### src/rtl/core/imu_ssc_pkg.sv
package imu_ssc_pkg;

  localparam int RAW_W     = 16;
  localparam int COEF_W    = 21;
  localparam int PROD_W    = RAW_W + COEF_W;
  localparam int RND_SHIFT = 16;
  localparam int SCALED_W  = 21;
  localparam int OFS_W     = 21;
  localparam int DIFF_W    = OFS_W + 1;
  localparam int ACC_W     = 20;
  localparam int GYRO_W    = 21;
  localparam int TEMP_W    = 17;
  localparam int CNT_W     = 16;
  localparam int CFG_W     = 16;
  localparam int RANGE_W   = 2;
  localparam int SUM_BITS  = 40;
  localparam int NUM_AXES  = 6;
  localparam int NUM_WORDS = 7;
  localparam int IDX_W     = 3;

  // op codes; write also converts, anything else only converts
  localparam logic [1:0] OP_CALIB = 2'd1;
  localparam logic [1:0] OP_WRITE = 2'd2;

  // configuration register indexes
  localparam logic [1:0] CFG_ACCEL_RANGE   = 2'd0;
  localparam logic [1:0] CFG_GYRO_RANGE    = 2'd1;
  localparam logic [1:0] CFG_CALIB_SAMPLES = 2'd2;

  // word order of a sample: accel xyz, temp, gyro xyz
  localparam logic [IDX_W-1:0] WORD_TEMP = 3'd3;
  localparam logic [IDX_W-1:0] WORD_LAST = IDX_W'(NUM_WORDS - 1);
  localparam logic [IDX_W-1:0] AXIS_AZ   = 3'd2;
  localparam logic [IDX_W-1:0] AXIS_LAST = IDX_W'(NUM_AXES - 1);

  localparam logic [CNT_W-1:0] CALIB_SAMPLES_RESET = 16'd256;

  localparam logic signed [COEF_W-1:0] TEMP_RECIP  = 21'sd49345;
  localparam logic signed [TEMP_W-1:0] TEMP_OFFSET = 17'sd9352;
  localparam logic signed [DIFF_W-1:0] ONE_G       = 22'sd16384;
  localparam logic signed [PROD_W-1:0] ROUND_HALF  = PROD_W'(2 ** (RND_SHIFT - 1));

  localparam logic signed [DIFF_W-1:0] ACC_MAX  = DIFF_W'(2 ** (ACC_W - 1) - 1);
  localparam logic signed [DIFF_W-1:0] ACC_MIN  = DIFF_W'(-(2 ** (ACC_W - 1)));
  localparam logic signed [DIFF_W-1:0] GYRO_MAX = DIFF_W'(2 ** (GYRO_W - 1) - 1);
  localparam logic signed [DIFF_W-1:0] GYRO_MIN = DIFF_W'(-(2 ** (GYRO_W - 1)));

  localparam logic [SUM_BITS-1:0] QUOT_POS_MAX = SUM_BITS'(2 ** (OFS_W - 1) - 1);
  localparam logic [SUM_BITS-1:0] QUOT_NEG_MAX = SUM_BITS'(2 ** (OFS_W - 1));

  typedef logic signed [RAW_W-1:0]    raw_t;
  typedef logic signed [OFS_W-1:0]    ofs_t;
  typedef logic signed [SUM_BITS-1:0] sum_t;

  // rounded reciprocal of the gyro sensitivity, scaled by 2^16 * 256
  function automatic logic signed [COEF_W-1:0] gyro_recip(input logic [RANGE_W-1:0] range);
    logic signed [COEF_W-1:0] k;
    case (range)
      2'd0:    k = 21'sd128070;
      2'd1:    k = 21'sd256141;
      2'd2:    k = 21'sd511500;
      default: k = 21'sd1023001;
    endcase
    return k;
  endfunction

  function automatic logic signed [ACC_W-1:0] sat_accel(input logic signed [DIFF_W-1:0] v);
    logic signed [DIFF_W-1:0] c;
    c = (v > ACC_MAX) ? ACC_MAX : ((v < ACC_MIN) ? ACC_MIN : v);
    return c[ACC_W-1:0];
  endfunction

  function automatic logic signed [GYRO_W-1:0] sat_gyro(input logic signed [DIFF_W-1:0] v);
    logic signed [DIFF_W-1:0] c;
    c = (v > GYRO_MAX) ? GYRO_MAX : ((v < GYRO_MIN) ? GYRO_MIN : v);
    return c[GYRO_W-1:0];
  endfunction

  // sign and magnitude quotient to a saturated offset
  function automatic ofs_t quot_to_ofs(input logic neg, input logic [SUM_BITS-1:0] q);
    ofs_t r;
    if (!neg) begin
      r = (q > QUOT_POS_MAX) ? ofs_t'(GYRO_MAX) : ofs_t'(q[OFS_W-1:0]);
    end else begin
      r = (q > QUOT_NEG_MAX) ? ofs_t'(GYRO_MIN) : ofs_t'(~q[OFS_W-1:0] + 1'b1);
    end
    return r;
  endfunction

endpackage

### src/rtl/core/imu_sample_scale_calibrate_unit.sv
// Each sample's seven words pass in turn through the shared 16x21 multiplier (MUL,
// ACC), then FIN loads the output register. The sample that closes a calibration run
// also runs the bit-serial 40/16 divider per axis (DIV_LOAD, DIV_STEP, DIV_END) to
// build the offsets, and ZADJ takes one g off the z offset. A new sample is taken
// only in IDLE, also while the previous result still waits in the output register.
// Reset (rst, synchronous): ranges 0, calib_samples 256, offsets, sums and count zero.
module imu_sample_scale_calibrate_unit import imu_ssc_pkg::*; (
  input  logic                       clk,
  input  logic                       rst,
  input  logic                       cfg_write,
  input  logic [1:0]                 cfg_index,
  input  logic [CFG_W-1:0]           cfg_data,
  input  logic                       in_valid,
  output logic                       in_stall,
  input  logic [1:0]                 op,
  input  logic signed [RAW_W-1:0]    raw_accel_x,
  input  logic signed [RAW_W-1:0]    raw_accel_y,
  input  logic signed [RAW_W-1:0]    raw_accel_z,
  input  logic signed [RAW_W-1:0]    raw_temp,
  input  logic signed [RAW_W-1:0]    raw_gyro_x,
  input  logic signed [RAW_W-1:0]    raw_gyro_y,
  input  logic signed [RAW_W-1:0]    raw_gyro_z,
  input  logic [IDX_W-1:0]           offset_index,
  input  logic signed [OFS_W-1:0]    offset_value,
  output logic                       out_valid,
  input  logic                       out_stall,
  output logic signed [ACC_W-1:0]    accel_x_g,
  output logic signed [ACC_W-1:0]    accel_y_g,
  output logic signed [ACC_W-1:0]    accel_z_g,
  output logic signed [TEMP_W-1:0]   temp_c,
  output logic signed [GYRO_W-1:0]   gyro_x_dps,
  output logic signed [GYRO_W-1:0]   gyro_y_dps,
  output logic signed [GYRO_W-1:0]   gyro_z_dps,
  output logic                       calibration_done
);

  localparam int ST_W = 3;
  localparam logic [ST_W-1:0] ST_IDLE     = 3'd0;
  localparam logic [ST_W-1:0] ST_MUL      = 3'd1;
  localparam logic [ST_W-1:0] ST_ACC      = 3'd2;
  localparam logic [ST_W-1:0] ST_DIV_LOAD = 3'd3;
  localparam logic [ST_W-1:0] ST_DIV_STEP = 3'd4;
  localparam logic [ST_W-1:0] ST_DIV_END  = 3'd5;
  localparam logic [ST_W-1:0] ST_ZADJ     = 3'd6;
  localparam logic [ST_W-1:0] ST_FIN      = 3'd7;

  localparam int DIV_CNT_W = $clog2(SUM_BITS);
  localparam logic [DIV_CNT_W-1:0] DIV_CNT_LAST = DIV_CNT_W'(SUM_BITS - 1);

  logic [ST_W-1:0]          state;
  logic [IDX_W-1:0]         word;
  logic [IDX_W-1:0]         div_axis;
  logic [DIV_CNT_W-1:0]     div_cnt;
  logic [RANGE_W-1:0]       accel_range;
  logic [RANGE_W-1:0]       gyro_range;
  logic [CNT_W-1:0]         calib_samples;
  logic [CNT_W-1:0]         calib_count;
  logic                     op_calib;
  logic                     done_flag;
  ofs_t                     offsets [NUM_AXES];
  sum_t                     sums [NUM_AXES];
  raw_t                     raw [NUM_WORDS];
  logic signed [PROD_W-1:0] prod;
  logic signed [GYRO_W-1:0] res [NUM_AXES];
  logic signed [TEMP_W-1:0] temp_res;
  logic [SUM_BITS-1:0]      dvd;
  logic [CNT_W-1:0]         rem;
  logic                     neg;

  logic                     in_accept;
  logic                     out_load;
  logic                     div_phase;
  logic [IDX_W-1:0]         word_axis;
  logic [IDX_W-1:0]         sel_axis;
  sum_t                     sum_rd;
  ofs_t                     ofs_rd;
  logic signed [COEF_W-1:0] coef;
  logic signed [PROD_W-1:0] rnd;
  logic signed [SCALED_W-1:0] scaled;
  logic signed [DIFF_W-1:0] diff;
  logic signed [DIFF_W-1:0] zdiff;
  logic [CNT_W-1:0]         count_inc;
  logic [CNT_W-1:0]         n_eff;
  logic                     run_done;
  logic [CNT_W:0]           rem_sh;
  logic                     rem_ge;

  assign in_stall  = rst || (state != ST_IDLE);
  assign in_accept = in_valid && !in_stall;
  assign out_load  = (state == ST_FIN) && (!out_valid || !out_stall);

  // accel xyz -> axes 0..2, gyro xyz -> axes 3..5
  assign word_axis = (word < WORD_TEMP) ? word : word - 1'b1;
  assign div_phase = (state == ST_DIV_LOAD) || (state == ST_DIV_STEP) ||
                     (state == ST_DIV_END);
  assign sel_axis  = div_phase ? div_axis : word_axis;
  assign sum_rd    = sums[sel_axis];
  assign ofs_rd    = offsets[word_axis];

  always_comb begin
    if (word < WORD_TEMP) begin
      coef = COEF_W'(1) << accel_range;
    end else if (word == WORD_TEMP) begin
      coef = TEMP_RECIP;
    end else begin
      coef = gyro_recip(gyro_range);
    end
  end

  // accel is an exact shift; temp and gyro round the 16-bit fraction away (round half up)
  assign rnd    = prod + ROUND_HALF;
  assign scaled = (word < WORD_TEMP) ? prod[SCALED_W-1:0]
                                     : rnd[RND_SHIFT +: SCALED_W];
  assign diff   = op_calib ? DIFF_W'(scaled)
                           : DIFF_W'(scaled) - DIFF_W'(ofs_rd);
  assign zdiff  = DIFF_W'(offsets[AXIS_AZ]) - ONE_G;

  assign count_inc = calib_count + 1'b1;
  assign n_eff     = (calib_samples == '0) ? CNT_W'(1) : calib_samples;
  assign run_done  = (count_inc == '0) || (count_inc >= n_eff);

  assign rem_sh = {rem, dvd[SUM_BITS-1]};
  assign rem_ge = rem_sh >= {1'b0, n_eff};

  always_ff @(posedge clk) begin
    if (rst) begin
      state         <= ST_IDLE;
      word          <= '0;
      div_axis      <= '0;
      div_cnt       <= '0;
      accel_range   <= '0;
      gyro_range    <= '0;
      calib_samples <= CALIB_SAMPLES_RESET;
      calib_count   <= '0;
      op_calib      <= 1'b0;
      done_flag     <= 1'b0;
      out_valid     <= 1'b0;
      for (int i = 0; i < NUM_AXES; i++) begin
        offsets[i] <= '0;
        sums[i]    <= '0;
      end
    end else begin
      if (cfg_write) begin
        unique case (cfg_index)
          CFG_ACCEL_RANGE:   accel_range   <= cfg_data[RANGE_W-1:0];
          CFG_GYRO_RANGE:    gyro_range    <= cfg_data[RANGE_W-1:0];
          CFG_CALIB_SAMPLES: calib_samples <= cfg_data[CNT_W-1:0];
          default: ;
        endcase
      end

      if (out_load) begin
        out_valid <= 1'b1;
      end else if (!out_stall) begin
        out_valid <= 1'b0;
      end

      unique case (state)
        ST_IDLE: begin
          if (in_accept) begin
            op_calib  <= (op == OP_CALIB);
            done_flag <= 1'b0;
            word      <= '0;
            if (op == OP_WRITE && offset_index < IDX_W'(NUM_AXES)) begin
              offsets[offset_index] <= offset_value;
            end
            // first sample of a run starts from clean offsets and sums
            if (op == OP_CALIB && calib_count == '0) begin
              for (int i = 0; i < NUM_AXES; i++) begin
                offsets[i] <= '0;
                sums[i]    <= '0;
              end
            end
            state <= ST_MUL;
          end
        end
        ST_MUL: begin
          state <= ST_ACC;
        end
        ST_ACC: begin
          if (op_calib && word != WORD_TEMP) begin
            sums[word_axis] <= sum_rd + SUM_BITS'(scaled);
          end
          if (word == WORD_LAST) begin
            if (op_calib) begin
              calib_count <= run_done ? '0 : count_inc;
              done_flag   <= run_done;
              div_axis    <= '0;
              state       <= run_done ? ST_DIV_LOAD : ST_FIN;
            end else begin
              state <= ST_FIN;
            end
          end else begin
            word  <= word + 1'b1;
            state <= ST_MUL;
          end
        end
        ST_DIV_LOAD: begin
          div_cnt <= '0;
          state   <= ST_DIV_STEP;
        end
        ST_DIV_STEP: begin
          div_cnt <= div_cnt + 1'b1;
          if (div_cnt == DIV_CNT_LAST) begin
            state <= ST_DIV_END;
          end
        end
        ST_DIV_END: begin
          offsets[div_axis] <= quot_to_ofs(neg, dvd);
          if (div_axis == AXIS_LAST) begin
            state <= ST_ZADJ;
          end else begin
            div_axis <= div_axis + 1'b1;
            state    <= ST_DIV_LOAD;
          end
        end
        ST_ZADJ: begin
          offsets[AXIS_AZ] <= sat_gyro(zdiff);
          state            <= ST_FIN;
        end
        ST_FIN: begin
          if (out_load) begin
            state <= ST_IDLE;
          end
        end
        default: state <= ST_IDLE;
      endcase
    end
  end

  // datapath: sample latch, shared multiplier, result and divider registers
  always_ff @(posedge clk) begin
    if (in_accept) begin
      raw[0] <= raw_accel_x;
      raw[1] <= raw_accel_y;
      raw[2] <= raw_accel_z;
      raw[3] <= raw_temp;
      raw[4] <= raw_gyro_x;
      raw[5] <= raw_gyro_y;
      raw[6] <= raw_gyro_z;
    end
    if (state == ST_MUL) begin
      prod <= raw[word] * coef;
    end
    if (state == ST_ACC) begin
      if (word == WORD_TEMP) begin
        temp_res <= scaled[TEMP_W-1:0] + TEMP_OFFSET;
      end else if (word < WORD_TEMP) begin
        res[word_axis] <= GYRO_W'(sat_accel(diff));
      end else begin
        res[word_axis] <= sat_gyro(diff);
      end
    end
    // restoring divide of |sum| by n, one quotient bit a cycle
    if (state == ST_DIV_LOAD) begin
      neg <= sum_rd[SUM_BITS-1];
      dvd <= sum_rd[SUM_BITS-1] ? $unsigned(~sum_rd + 1'b1) : $unsigned(sum_rd);
      rem <= '0;
    end
    if (state == ST_DIV_STEP) begin
      rem <= rem_ge ? CNT_W'(rem_sh - {1'b0, n_eff}) : rem_sh[CNT_W-1:0];
      dvd <= {dvd[SUM_BITS-2:0], rem_ge};
    end
    if (out_load) begin
      accel_x_g        <= res[0][ACC_W-1:0];
      accel_y_g        <= res[1][ACC_W-1:0];
      accel_z_g        <= res[2][ACC_W-1:0];
      temp_c           <= temp_res;
      gyro_x_dps       <= res[3];
      gyro_y_dps       <= res[4];
      gyro_z_dps       <= res[5];
      calibration_done <= done_flag;
    end
  end

endmodule

### config.mk
export PLATFORM = sky130hd
export DESIGN_NAME = imu_sample_scale_calibrate_unit
export DESIGN_NICKNAME = d
export VERILOG_FILES = /design/src/rtl/core/imu_ssc_pkg.sv /design/src/rtl/core/imu_sample_scale_calibrate_unit.sv
export SDC_FILE = /design/constraint.sdc
export NUM_CORES = 2
export LEC_CHECK = 0
export ABC_CLOCK_PERIOD_IN_PS = 9500
export BUFFER_PORTS_ARGS = -buffer_cell sky130_fd_sc_hd__buf_2
export CAP_MARGIN = 25
export CELL_PAD_IN_SITES_DETAIL_PLACEMENT = 1
export CELL_PAD_IN_SITES_GLOBAL_PLACEMENT = 2
export CORE_MARGIN = 2
export CORE_UTILIZATION = 38
export CTS_CLUSTER_DIAMETER = 120
export CTS_CLUSTER_SIZE = 25
export DETAILED_ROUTE_END_ITERATION = 12
export PLACE_DENSITY_LB_ADDON = 0.12
export SYNTH_ARGS = -nofsm -noshare
export SYNTH_HDL_FRONTEND = slang
export SYNTH_SLANG_ARGS = --single-unit
### constraint.sdc
create_clock -name clk -period 9.5 [get_ports clk]
set_clock_uncertainty 0.05 [all_clocks]
set_input_delay 1.425 -clock clk [delete_from_list [all_inputs] [get_ports clk]]
set_output_delay 1.425 -clock clk [all_outputs]
set_load 0.02 [all_outputs]
# Word level (Yosys, flattened, before mapping)
# Memories as Yosys holds them, arrays and structs flattened. A register that Yosys moved wholly into a read port is not among the register bits.
# Index checks and enable logic that the tools add are counted.
# classes
n_lt_le_gt_ge	12
shifts	1
n_eq_ne	26
n_reduce_logical	36
n_mux	105
add_sub_neg	13
n_bitwise	16
multipliers	1
# ops
operator	n
$mux 21	21
$mux 40	10
$mux 16	5
$mux 20	3
$pmux 20 s3	1
$mux 3	19
$logic_not 16->1	3
$gt 22x21->1 const B	2
$lt 22x21->1 const B	2
$reduce_or 21->1	2
$add 40x1->40 const B	1
$add 40x21->40	1
$gt 40x20->1 const B	1
$gt 40x21->1 const B	1
$mux 1	40
$not 40->40	1
$reduce_or 40->1	1
$add 37x17->37 const B	1
$mul 16x21->37	1
$pmux 3 s8	1
$gt 22x20->1 const B	1
$lt 22x20->1 const B	1
$mux 22	1
$sub 21x16->22 const B	1
37 further kinds	89
# word_totals
in_bits	161
elab_cells	232
output_inout_bits	143
mem_count	4
ram_bits	604
register_bits	183
# memory_table
name	depth	word_bits	rd	rd_ports_with_merged_regs	wr	line	rtl
sums	6	40	1	0	6	imu_sample_scale_calibrate_unit.sv:61	sum_t sums [NUM_AXES];
offsets	6	21	2	0	6	imu_sample_scale_calibrate_unit.sv:60	ofs_t offsets [NUM_AXES];
res	6	21	6	6	1	imu_sample_scale_calibrate_unit.sv:64	logic signed [GYRO_W-1:0] res [NUM_AXES];
raw	7	16	1	1	7	imu_sample_scale_calibrate_unit.sv:62	raw_t raw [NUM_WORDS];

# Longest topological paths before layout
# depth
word_depth	11
ltp_mapped	33
mapped_depth_nobuf	29

# Worst setup path after synthesis
# Ideal clock, no wire load.
# synth_timing
kind	input-to-reg
from	input out_stall
to	register accel_x_g[0] (read register of res) (enable)
setup_slack_ps	535
n_path_buf	0
path_stages	1
t_arrival_ps	8227
setup_ps	688
required_ps	8762
path_cell_list	a21oi_1
# synth_via
elab_chain_len	3
# synth_rtl
element	line	rtl
start, declared	imu_sample_scale_calibrate_unit.sv:26	input logic out_stall,
$logic_not 1->1	n/a	
$logic_or 1x1->1	imu_sample_scale_calibrate_unit.sv:90	assign out_load = (state == ST_FIN) && (!out_valid || !out_stall);
$logic_and 1x1->1	imu_sample_scale_calibrate_unit.sv:90	
end, declared	imu_sample_scale_calibrate_unit.sv:27	output logic signed [ACC_W-1:0] accel_x_g,
# No other way between the ends.
# A chain may end at the register's enable or synchronous reset.

# Final worst setup path
# layout_timing
from	register word[0]
to	register prod[35] (data pin)
# layout_via
elab_chain_len	4
word_cells_on_any_way	5
classes_between	1 x mul; 1 x order compare; 1 x eq/ne; 2 x mux
# layout_rtl
element	line	rtl
start, declared	imu_sample_scale_calibrate_unit.sv:51	logic [IDX_W-1:0] word;
start signal, assigned	imu_sample_scale_calibrate_unit.sv:194	word <= word + 1'b1;
branches (longest 2 deep; another with $lt 3x2->1)	n/a	
$mux 21 (*)	imu_sample_scale_calibrate_unit.sv:101	if (word < WORD_TEMP) begin
$mul 16x21->37 (*)	imu_sample_scale_calibrate_unit.sv:243	prod <= raw[word] * coef;
end signal, assigned	imu_sample_scale_calibrate_unit.sv:243	
end, declared	imu_sample_scale_calibrate_unit.sv:63	logic signed [PROD_W-1:0] prod;
# Mark *: on every way between the ends.

==> impl_results.md <==
- # setup viols final: 0
- Post-DP HPWL: 135,000 um
- Post-synth top cells: edfxtp_1, nor2_1, inv_1
- Crit. End Element: flip-flop
- Peak supply drop: 0.202 mV
- Max-slew violations: 0
- Cell taking the most area after synthesis: edfxtp_1
- Vias in the first global route: 41.2k
- Multi-input logic area: 0.0246 mm^2
- Post-Synthesis Cells: 5,002
- Total gr overflow: 0
- Area growth syn-to-layout: 10.1%
- CORE AREA: 0.150 mm^2
- Proportion of power drawn by the clock network: 14.6%
- Final net count: 5,924
- CTS sink cnt: 1,032
- Clock-pin slew on the worst setup and hold paths: 0.10 ns
- RePlAce Congestion: 0.868
- Worst Path Arrival: 8.95 ns
- Ys async rst share: 0%
- Register area share after synthesis: 52.8%
- Largest net degree at the start of global routing: 79
- Switch Pwr: 7.51 mW
- Synthesized flop and latch total: 1,032
- Internal: 9.66 mW
- Top-count cell post-synth: edfxtp_1
- Status: complete, no violations
- DRC violations left: 0
- Post-CTS Hold Buffers: 0
- Power Density: 271 mW/mm^2
- Initial core utilization: 38.4%
- GRT Total Usage: 23.8%
- ANT nets after route: 0
- Setup TNS: 0 ns
- WS Path Type: reg -> reg
- DR vias: 39.7k
- Clk buf depth: 3
- Fill cells: 16.3k
- Storage cell area: 0.0304 mm^2
- Initial antenna violation count: 10
- Share of the synthesized area in the top cell type: 50.8%
- Slew margin rel.: 20.7%
- Wirelength per Cell: 25.4 um
- Sw Ratio: 43.7%
- Worst Hold Margin: 0.376 ns
- I/O Pins: 304
- Synthesized cell area: 0.0576 mm^2
- Top_reg_cell synth: edfxtp_1
- Number of flops mapped to enable cells by yosys: 975
- DIE AREA: 0.155 mm^2
- Top cells by area, synth: edfxtp_1, fa_1, ha_1
- RSZ-0062 raised after global routing: false
- Comb pwr share: 48.6%
- Num CTS Buffers: 49
- Hold/Removal Path Class: reg -> reg
- Setup repair bufs after CTS: 0
- Slew at the pin closest to its max-slew limit: 1.19 ns
- WP data required: 9.89 ns
- Initial DRC Count: 2,749
- PortBufs: 303
- Syn Nets: 5,657
- Unique masters post-synth: 98
- Critical Path Source Type: flip-flop
- Share of post-route cells with drive strength above 1: 13.1%
- Reg power frac: 36.8%
- Yosys warning total: 0
- CTS tree: done
- CTS H-tree depth: 2
- Row cnt: 142
- DRT Pass-1 Iters: 5
- Final WL: 186,000 um
- Fmax: 0.117 GHz
- DIE HEIGHT: 393 um
- Tcrit/Tclk final: 90.1%
- Max cap viols: 0
- Vias per inst: 5.43
- Post-CTS sizing: 0
- Clk root buf: clkbuf_16
- Min Clock Period, post-route: 8.56 ns
- Hold Violations, Final: 0
- Global-route wire length before repair: 271,000 um
- Skew-Pair Late Insertion Delay: 0.71 ns
- Syn Area/Cell: 11.5 um^2
- Die X: 393 um
- Lkg Pwr: 24.8 nW
- CP max FO: 28
==> cell type report <==
cell class | instances | share of cell area [%]
clock buffers | 74 | 2.10
clock inverters | 12 | 0.270
repair buffers | 438 | 4.10
flip-flops and latches | 1032 | 48.0
diodes | 4 | 0.0158
multi-input cells | 3286 | 38.8
well taps | 2016 | 3.98
inverters | 462 | 2.74
==> flip-flops by register name (all words and copies together), names as in the netlist, 17 cells and up, named ones only <==
| name | count |
|---|---|
| accel_z_g | 20 |
| offsets | 168 |
| dvd | 40 |
| temp_c | 17 |
| gyro_z_dps | 21 |
| temp_res | 17 |
| res | 123 |
| accel_y_g | 20 |
| accel_x_g | 20 |
| sums | 320 |
| gyro_x_dps | 21 |
| gyro_y_dps | 21 |
| prod | 37 |
| raw | 112 |
==> worst max-delay path, stage by stage, from the launching register on <==
cell,delay (ns)
dfxtp_1,0.43
ha_1,0.29
ha_1,0.28
buf_4,0.28
nor2_1,0.16
o21ai_0,0.14
nor2_1,0.69
nand2_1,0.16
fa_1,0.53
fa_1,0.48
fa_1,0.53
inv_1,0.05
fa_1,0.49
inv_1,0.07
fa_1,0.54
inv_1,0.06
fa_1,0.47
ha_1,0.36
a21o_1,0.20
a221o_1,0.36
a31oi_1,0.34
o31ai_1,0.26
a41oi_1,0.38
o31a_1,0.24
nor2_1,0.06
a221oi_1,0.31
xnor2_1,0.09
==> placed cells by master (no fill, tap or decap), types with 55 or more instances in the layout <==
master | netlist | layout
a21oi_1 | 254 | 251
buf_2 | 7 | 303
buf_4 | 6 | 130
dfxtp_1 | 57 | 55
edfxtp_1 | 975 | 975
fa_1 | 223 | 223
ha_1 | 271 | 271
inv_1 | 461 | 459
mux2_2 | 75 | 75
mux2i_1 | 133 | 133
nand2_1 | 397 | 385
nand3_1 | 114 | 114
nor2_1 | 666 | 654
nor3_1 | 68 | 67
o21ai_0 | 172 | 167
xnor2_1 | 95 | 95
xor2_1 | 86 | 86
==> cell families (layout without fill, tap and decap cells) <==
group,Yosys count,count (layout),share of synthesized area [%]
xor gates and xnor gates,181,181,2.75
other,0,4,0
AOI/OAI and AO/OA,845,845,9.58
and+or+nand+nor,1541,1541,12.1
buffers and inverters,684,986,4.67
DFF,1032,1032,52.8
muxes,225,225,4.42
adders and majority gates,494,494,13.6
==> power by group through the flow <==
stage	Clock, mW	Sequential (mW)	Combinational, mW
after floorplan	0	6.32	5.46
after global placement	0	6.41	8.24
after detailed placement	0	6.43	8.40
after CTS	2.59	6.33	8.42
after global routing	2.72	6.37	9.16
final	2.51	6.32	8.35
==> per-layer routing <==
metal,track usage [%],part of all wire (%)
met2,41.2,49
met1,31.2,43
met3,2.42,4.0
met5,0,0.016
met4,7.39,3.3
==> path summary, 6_finish.rpt <==
check	slack, ns	to	cells after the start	start
setup / recovery	0.94	prod[35]$_DFFE_PP_	26	word[0]$_SDFFE_PP0P_
hold / removal	0.38	accel_y_g[13]$_DFFE_PP_	0	res[1][13]$_DFFE_PP_
setup reg to reg	0.94	prod[35]$_DFFE_PP_	26	word[0]$_SDFFE_PP0P_
hold reg to reg	0.38	accel_y_g[13]$_DFFE_PP_	0	res[1][13]$_DFFE_PP_
==> stage by stage <==
stage,utilization (%),cell area [um^2],std cells,total power [mW],worst slack [ns]
CTS,42.2,63400,7318,17.3,0.917
finish,42.2,63400,7324,17.2,0.942
global placement,41.2,61800,7230,14.7,1.12
global route,42.2,63400,7323,18.3,0.357
floorplan,-,57600,5002,11.8,0.535
detailed placement,41.2,61900,7232,14.8,0.979
Note: power is estimated with default switching activity, not from simulation.
